**config.mk**
```make
export PLATFORM = sky130hd
export DESIGN_NAME = draw_instance_batcher
export DESIGN_NICKNAME = d
export VERILOG_FILES = /design/src/hw/rtl/dib_pkg.sv /design/src/hw/rtl/draw_instance_batcher.sv
export SDC_FILE = /design/constraint.sdc
export NUM_CORES = 2
export LEC_CHECK = 0
export ABC_AREA = 1
export BUFFER_PORTS_ARGS = -buffer_cell sky130_fd_sc_hd__buf_2
export CAP_MARGIN = 20
export CORE_MARGIN = 2
export CORE_UTILIZATION = 30
export CTS_CLUSTER_SIZE = 10
export DETAILED_ROUTE_END_ITERATION = 8
export MAX_ROUTING_LAYER = met4
export PLACE_DENSITY = 0.47
export SLEW_MARGIN = 20
export SYNTH_ARGS = -nofsm -noshare
export SYNTH_HDL_FRONTEND = slang
export SYNTH_SLANG_ARGS = --single-unit
```
**constraint.sdc**
```tcl
create_clock -name clk_i -period 11.2 [get_ports clk_i]
set_input_delay 1.12 -clock clk_i [delete_from_list [all_inputs] [get_ports clk_i]]
set_output_delay 1.12 -clock clk_i [all_outputs]
set_load 0.05 [all_outputs]
```
**src/hw/rtl/dib_pkg.sv**
```systemverilog
// Package for the draw instance batcher: sizes, field widths, codes and types.
`timescale 1ns / 1ps

package dib_pkg;

  localparam int unsigned MAX_INSTANCES = 32;
  localparam int unsigned LEVEL_COUNT   = 16;

  localparam int unsigned IDX_W   = $clog2(MAX_INSTANCES);
  localparam int unsigned CNT_W   = $clog2(MAX_INSTANCES + 1);
  localparam int unsigned LVL_W   = 4;
  localparam int unsigned FN_W    = 16;
  localparam int unsigned KEY_W   = 32;
  localparam int unsigned REQ_W   = 8;
  localparam int unsigned OFS_W   = 32;
  localparam int unsigned HND_W   = 32;
  localparam int unsigned OIDX_W  = 5;
  localparam int unsigned OCNT_W  = 6;

  localparam int unsigned S_DATA_W = 120;
  localparam int unsigned M_DATA_W = 96;

  localparam int unsigned CFG_IDX_W  = 1;
  localparam int unsigned CFG_DATA_W = 4;

  localparam logic [CFG_IDX_W-1:0] CFG_MIN_LEVEL = 1'd0;
  localparam logic [CFG_IDX_W-1:0] CFG_MAX_LEVEL = 1'd1;

  localparam logic [LVL_W-1:0] LVL_TOP       = LVL_W'(LEVEL_COUNT - 1);
  localparam logic [LVL_W-1:0] MIN_LVL_RESET = '0;
  localparam logic [LVL_W-1:0] MAX_LVL_RESET = 4'd15;
  localparam logic [CNT_W-1:0] CNT_FULL      = CNT_W'(MAX_INSTANCES);

  typedef enum logic [2:0] {
    ST_IDLE,
    ST_EVAL,
    ST_CACHE,
    ST_RD,
    ST_EMIT
  } state_e;

endpackage

```
**src/hw/rtl/draw_instance_batcher.sv**
```systemverilog
// Draw instance batcher: merges compatible draw words into instanced batches.
// Timing: a word is cached in the cycle after acceptance; output stalls hold the emit state.
// A flush passes evaluate, read and emit states before registering its first instance word.
// Flow: a new word is taken only after the previous one is cached or flushed; each emitted
// instance adds a buffer read and output register, a flush before caching a cache state.
// Reset: asynchronous, active low; clears count, last-item state and config, not the buffer.
`timescale 1ns / 1ps

module draw_instance_batcher
  import dib_pkg::*;
(
  input  logic                  clk_i,
  input  logic                  rst_ni,
  input  logic                  cfg_we_i,
  input  logic [CFG_IDX_W-1:0]  cfg_idx_i,
  input  logic [CFG_DATA_W-1:0] cfg_data_i,
  input  logic                  s_axis_tvalid,
  output logic                  s_axis_tready,
  // draw_fn_id, merge_key, req_level, scene_offset, user_handle
  input  logic [S_DATA_W-1:0]   s_axis_tdata,
  input  logic                  s_axis_tlast,
  output logic                  m_axis_tvalid,
  input  logic                  m_axis_tready,
  // out_fn_id, out_level, batch_count, inst_index, out_offset, out_handle, zero pad
  output logic [M_DATA_W-1:0]   m_axis_tdata,
  // batch_last
  output logic                  m_axis_tuser,
  output logic                  m_axis_tlast
);

  state_e state_q, state_d;

  logic [LVL_W-1:0] min_lvl_q, max_lvl_q;
  logic [CNT_W-1:0] cnt_q, cnt_d;
  logic [FN_W-1:0]  last_fn_q, last_fn_d;
  logic [KEY_W-1:0] last_key_q, last_key_d;
  logic [LVL_W-1:0] last_lvl_q, last_lvl_d;
  logic [IDX_W-1:0] idx_q, idx_d;
  logic             flush_b_q, flush_b_d;
  logic             out_vld_q, out_vld_d;

  logic [FN_W-1:0]  it_fn_q;
  logic [KEY_W-1:0] it_key_q;
  logic [LVL_W-1:0] it_lvl_q;
  logic [OFS_W-1:0] it_ofs_q;
  logic [HND_W-1:0] it_hnd_q;
  logic             it_end_q;

  logic [OFS_W-1:0] rd_ofs_q;
  logic [HND_W-1:0] rd_hnd_q;
  logic [M_DATA_W-1:0] out_data_q;
  logic             out_blast_q, out_rlast_q;

  logic [OFS_W-1:0] ofs_mem [MAX_INSTANCES];
  logic [HND_W-1:0] hnd_mem [MAX_INSTANCES];

  logic [REQ_W-1:0] req;
  logic [LVL_W-1:0] clamp_lvl;
  logic             accept, flush_a, do_cache, rd_en, emit, at_last;
  logic [OIDX_W-1:0] out_idx;

  assign accept = s_axis_tvalid && s_axis_tready;
  assign req    = s_axis_tdata[55:48];

  always_comb begin
    clamp_lvl = req[LVL_W-1:0];
    if (req < {4'd0, min_lvl_q}) begin
      clamp_lvl = min_lvl_q;
    end else if (req > {4'd0, max_lvl_q}) begin
      clamp_lvl = max_lvl_q;
    end
    if (clamp_lvl > LVL_TOP) begin
      clamp_lvl = LVL_TOP;
    end
  end

  // flush the pending batch before caching: full, pending key zero, or incompatible word
  assign flush_a = (cnt_q == CNT_FULL) ||
                   ((cnt_q != '0) && ((last_fn_q != it_fn_q) || (last_key_q == '0) ||
                                      (last_key_q != it_key_q) || (last_lvl_q != it_lvl_q)));

  assign at_last = (CNT_W'(idx_q) + CNT_W'(1)) == cnt_q;

  // next state
  always_comb begin
    state_d = state_q;
    case (state_q)
      ST_IDLE:  if (accept) state_d = ST_EVAL;
      ST_EVAL:  begin
        if (flush_a) state_d = ST_RD;
        else if (it_end_q) state_d = ST_RD;
        else state_d = ST_IDLE;
      end
      ST_CACHE: state_d = it_end_q ? ST_RD : ST_IDLE;
      ST_RD:    state_d = ST_EMIT;
      ST_EMIT:  begin
        if (emit) begin
          if (!at_last) state_d = ST_RD;
          else if (flush_b_q) state_d = ST_IDLE;
          else state_d = ST_CACHE;
        end
      end
      default:  state_d = ST_IDLE;
    endcase
  end

  // sequencer outputs
  always_comb begin
    s_axis_tready = 1'b0;
    do_cache      = 1'b0;
    rd_en         = 1'b0;
    emit          = 1'b0;
    case (state_q)
      ST_IDLE:  s_axis_tready = 1'b1;
      ST_EVAL:  do_cache = !flush_a;
      ST_CACHE: do_cache = 1'b1;
      ST_RD:    rd_en = 1'b1;
      ST_EMIT:  emit = !out_vld_q || m_axis_tready;
      default:  ;
    endcase
  end

  always_comb begin
    cnt_d      = cnt_q;
    last_fn_d  = last_fn_q;
    last_key_d = last_key_q;
    last_lvl_d = last_lvl_q;
    idx_d      = idx_q;
    flush_b_d  = flush_b_q;
    out_vld_d  = out_vld_q && !m_axis_tready;
    if (state_q == ST_EVAL && flush_a) begin
      idx_d     = '0;
      flush_b_d = 1'b0;
    end
    if (do_cache) begin
      cnt_d      = cnt_q + CNT_W'(1);
      last_fn_d  = it_fn_q;
      last_key_d = it_key_q;
      last_lvl_d = it_lvl_q;
      idx_d      = '0;
      flush_b_d  = 1'b1;
    end
    if (emit) begin
      out_vld_d = 1'b1;
      if (at_last) begin
        cnt_d = '0;
      end else begin
        idx_d = idx_q + IDX_W'(1);
      end
    end
  end

  always_ff @(posedge clk_i or negedge rst_ni) begin
    if (!rst_ni) begin
      state_q    <= ST_IDLE;
      min_lvl_q  <= MIN_LVL_RESET;
      max_lvl_q  <= MAX_LVL_RESET;
      cnt_q      <= '0;
      last_fn_q  <= '0;
      last_key_q <= '0;
      last_lvl_q <= '0;
      idx_q      <= '0;
      flush_b_q  <= 1'b0;
      out_vld_q  <= 1'b0;
    end else begin
      state_q    <= state_d;
      cnt_q      <= cnt_d;
      last_fn_q  <= last_fn_d;
      last_key_q <= last_key_d;
      last_lvl_q <= last_lvl_d;
      idx_q      <= idx_d;
      flush_b_q  <= flush_b_d;
      out_vld_q  <= out_vld_d;
      if (cfg_we_i) begin
        case (cfg_idx_i)
          CFG_MIN_LEVEL: min_lvl_q <= cfg_data_i;
          CFG_MAX_LEVEL: max_lvl_q <= cfg_data_i;
          default:       ;
        endcase
      end
    end
  end

  always_ff @(posedge clk_i) begin
    if (accept) begin
      it_fn_q  <= s_axis_tdata[15:0];
      it_key_q <= s_axis_tdata[47:16];
      it_lvl_q <= clamp_lvl;
      it_ofs_q <= s_axis_tdata[87:56];
      it_hnd_q <= s_axis_tdata[119:88];
      it_end_q <= s_axis_tlast;
    end
  end

  // instance buffer: one write, one registered read
  always_ff @(posedge clk_i) begin
    if (do_cache) begin
      ofs_mem[cnt_q[IDX_W-1:0]] <= it_ofs_q;
      hnd_mem[cnt_q[IDX_W-1:0]] <= it_hnd_q;
    end
    if (rd_en) begin
      rd_ofs_q <= ofs_mem[idx_q];
      rd_hnd_q <= hnd_mem[idx_q];
    end
  end

  assign out_idx = OIDX_W'(idx_q);

  always_ff @(posedge clk_i) begin
    if (emit) begin
      out_data_q  <= {1'b0, rd_hnd_q, rd_ofs_q, out_idx, OCNT_W'(cnt_q), last_lvl_q,
                      last_fn_q};
      out_blast_q <= at_last;
      out_rlast_q <= at_last && (flush_b_q || !it_end_q);
    end
  end

  assign m_axis_tvalid = out_vld_q;
  assign m_axis_tdata  = out_data_q;
  assign m_axis_tuser  = out_blast_q;
  assign m_axis_tlast  = out_rlast_q;

endmodule

```
==> impl_metrics.env <==
export IMPL_finClkSkew_ps=65.7
export IMPL_seq_area_frac_synth=0.774
export IMPL_finalHoldViolCount=0
export IMPL_grt_pass1_vias=57584
export IMPL_leakagePower_nw=35.4
export IMPL_setup_tns_final_ps=0
export IMPL_start_kind="register"
export IMPL_rows=204
export IMPL_r2r_start="cnt_q[0]$_DFF_PN0_"
export IMPL_internal_power_mw=16.2
export IMPL_rsz0062_at_grt="false"
export IMPL_synth_most_common_cell="edfxtp_1"
export IMPL_synth_edf_count=2326
export IMPL_switchingPower_mw=6.15
export IMPL_chipWidth_um=560
export IMPL_power_frac_clock=0.380
export IMPL_post_route_min_period_ps=5320
export IMPL_placed_area_um2=98600
export IMPL_cellPowerDensity_nw_per_um2=209
export IMPL_slew_headroom=0.185
export IMPL_synth_warnings=0
export IMPL_tightestPinTransition_ps=1220
export IMPL_nets=7262
export IMPL_port_buffers=229
export IMPL_synth_compound_area_frac=0.115
export IMPL_cp_arrival_ps=5790
export IMPL_vias_per_cell=5.15
export IMPL_worst_setup_path_end_kind="register"
export IMPL_synthDominantCellAreaShare=0.753
export IMPL_critPathMaxFanout=27
export IMPL_ys_top_cells_by_count="edfxtp_1 (2326), nor2_1 (1304), o21ai_0 (1188)"
export IMPL_min_path_type="primary input to asynchronous set/reset pin"
export IMPL_antenna_found_initial=18
export IMPL_synth_cells=6889
export IMPL_drc=0
export IMPL_wl_um=289000
export IMPL_finalCritPeriodShare=0.475
export IMPL_first_pass_iters=5
export IMPL_drt_antenna_violating_nets=0
export IMPL_root_buffer="clkbuf_16"
export IMPL_synth_top_area_cell="edfxtp_1"
export IMPL_hold_buffers=0
export IMPL_cts_htree_levels=5
export IMPL_vdd_drop_max_mv=0.127
export IMPL_clk_latency_ps=900
export IMPL_grt_usage=0.184
export IMPL_synth_cell_types=44
export IMPL_synth_fa_ha_area_frac=0.00162
export IMPL_synth_xor_area_share=0.00142
export IMPL_fin_total_pwr_mw=22.4
export IMPL_synth_seq_cells=2402
export IMPL_criticalPathCategory="register to register"
export IMPL_vias=58497
export IMPL_holdWs_ps=188
export IMPL_maxCapViolCount=0
export IMPL_io_pins=231
export IMPL_start_util=0.301
export IMPL_syn_area_um2=92800
export IMPL_yosys_area_share_simple=0.0806
export IMPL_hpwl_um=148000
export IMPL_grt_max_degree=244
export IMPL_clk_pin_slew_ps=60
export IMPL_p_comb_frac=0.131
export IMPL_cts_tree="built"
export IMPL_async_flop_share=0.0316
export IMPL_synth_ff_type="edfxtp_1"
export IMPL_sequentialPowerShare=0.489
export IMPL_gp_congestion=0.795
export IMPL_drtIter0Drc=5693
export IMPL_synth_area_leaders="edfxtp_1 (75%), o21ai_0 (6.4%), nor2_1 (5.3%)"
export IMPL_fmax_mhz=188
export IMPL_wl_per_cell_um=25.5
export IMPL_cts_max_path_buffers=4
export IMPL_gr_total_overflow=0
export IMPL_cts_setup_buffers=0
export IMPL_cts_inserted_buffers=291
export IMPL_crit_required_ps=11680
export IMPL_grt_pass1_wl_um=417000
export IMPL_dieArea_um2=314000
export IMPL_cts_sinks=2402
export IMPL_area_growth_pct=15.5
export IMPL_fp_dieH_um=560
export IMPL_drive_gt1_frac=0.112
export IMPL_syn_nets=7032
export IMPL_crit_start="cnt_q[0]$_DFF_PN0_"
export IMPL_setup_violations=0
export IMPL_reg2reg_depth=17
export IMPL_stdcell_area_um2=107000
export IMPL_cts_resized=0
export IMPL_core_um2=308000
export IMPL_switching_share=0.275
export IMPL_synth_avg_cell_area_um2=13.5
export IMPL_synth_mux_area_frac=0
export IMPL_outcome="completed"
export IMPL_drv_slew=0
export IMPL_synth_top_family_by_area="compound AO/OA/AOI/OAI gates"
==> worst max-delay path: stages, from the launching register on <==
cell     delay [ps]
dfrtp_1         460
inv_1           140
ha_1            240
nand2_2         110
nor2_2           80
nor2_2           90
nand2_1         100
nor2_1           90
nand2_1          60
nor2_2          100
nand2_2         100
nand3_4         120
nand2_4         140
inv_2           320
nand2_1         600
nor2_4          770
buf_4           700
buf_4           610
==> power groups by stage <==
stage / clock, mW / sequential (mW) / combinational, mW
2_1_floorplan: 0 / 11.3 / 1.55
3_3_place_gp: 0 / 11.2 / 2.86
3_5_place_dp: 0 / 11.2 / 2.89
4_1_cts: 8.73 / 11.0 / 2.90
5_1_grt: 9.04 / 11.0 / 3.24
6_report: 8.51 / 10.9 / 2.93
==> layer usage <==
layer / up-vias / part of all wire / track usage
li1: 25867 / - / -
met1: 30265 / 0.45 / 0.249
met2: 1923 / 0.47 / 0.291
met3: 442 / 0.056 / 0.0251
met4: 0 / 0.024 / 0.0465
met5: - / 0 / -
==> final timing paths <==
path                                         endpoint  slack (ps)
setup / recovery             hnd_mem[1][29]$_DFFE_PP_        5880
hold reg to reg            m_axis_tdata[44]$_DFFE_PP_         390
max in group asynchronous    min_lvl_q[2]$_DFFE_PN0P_        9950
min in group clk_i         m_axis_tdata[44]$_DFFE_PP_         390
hold / removal             last_key_q[11]$_DFFE_PN0P_         190
setup reg to reg             hnd_mem[1][29]$_DFFE_PP_        5880
==> cell families after synthesis <==
group / Yosys count
flip-flops: 2402
AO/OA/AOI/OAI: 1939
AND/OR/NAND/NOR: 1931
buffers and inverters: 589
XOR/XNOR: 15
adder cells (fa/ha/maj): 12
other: 1
==> sequential cells by signal (all words and copies together) (netlist names) <==
| signal | flops |
|---|---|
| hnd_mem | 1024 |
| ofs_mem | 1024 |
| m_axis_tdata | 95 |
| it_hnd_q | 32 |
| it_key_q | 32 |
| it_ofs_q | 32 |
| last_key_q | 32 |
| rd_hnd_q | 32 |
| rd_ofs_q | 32 |
| it_fn_q | 16 |
| last_fn_q | 16 |
| cnt_q | 6 |
| idx_q | 5 |
| it_lvl_q | 4 |
| last_lvl_q | 4 |
| max_lvl_q | 4 |
| min_lvl_q | 4 |
| state_q | 3 |
| flush_b_q | 1 |
| it_end_q | 1 |
| m_axis_tlast | 1 |
| m_axis_tuser | 1 |
| m_axis_tvalid | 1 |
==> layout make-up <==
type                       instances  area, um^2
clock inverter                    54         647
sequential                      2402       71800
multi-input combinational       3898       18700
antenna                            5        12.5
clock buffer                     357        7640
tap                             4120        5150
timing repair buffer             392        2730
fill                           29960      201000
inverter                         134         544
==> per-stage QoR <==
stage	std cells	util	setup WS (ps)
floorplan	6889	-	4340
CTS	11342	0.347	5750
global placement	10926	0.319	5980
detailed placement	10931	0.320	5790
global route	11361	0.348	5590
finish	11362	0.348	5880
==> layout by cell type, fill, tap and decap left out, types with 4 or more instances in the layout <==
cell type  netlist  layout
xnor2_1          6       6
o22ai_1        560     560
o21ai_1         97      97
edfxtp_1      2326    2326
inv_16           0       5
a31oi_1         11      11
buf_12           0      11
dfrtp_1         72      67
o221ai_1        39      39
nand2_2          9       9
xor2_1           9       9
dfrtp_4          0       5
buf_2          107     228
ha_1            12      12
clkinv_16        0       6
dfstp_2          4       4
clkbuf_16        0     295
inv_2            8       5
buf_4           31     132
o21ai_2         10      10
clkbuf_1       276      59
nor2_4           0      31
diode_2          0       5
nand2_1        506     506
o21bai_1         4       4
buf_16           0       5
inv_1          124     123
nand3_1         90      90
a21oi_1         16      16
nor2_1        1304    1273
o211ai_1         7       7
clkinv_2         0       5
buf_8            0      15
clkinv_1         0      21
or2_2            5       5
clkinv_8         0      11
o21ai_0       1188    1188
Power figures use the tool's default switching activity.
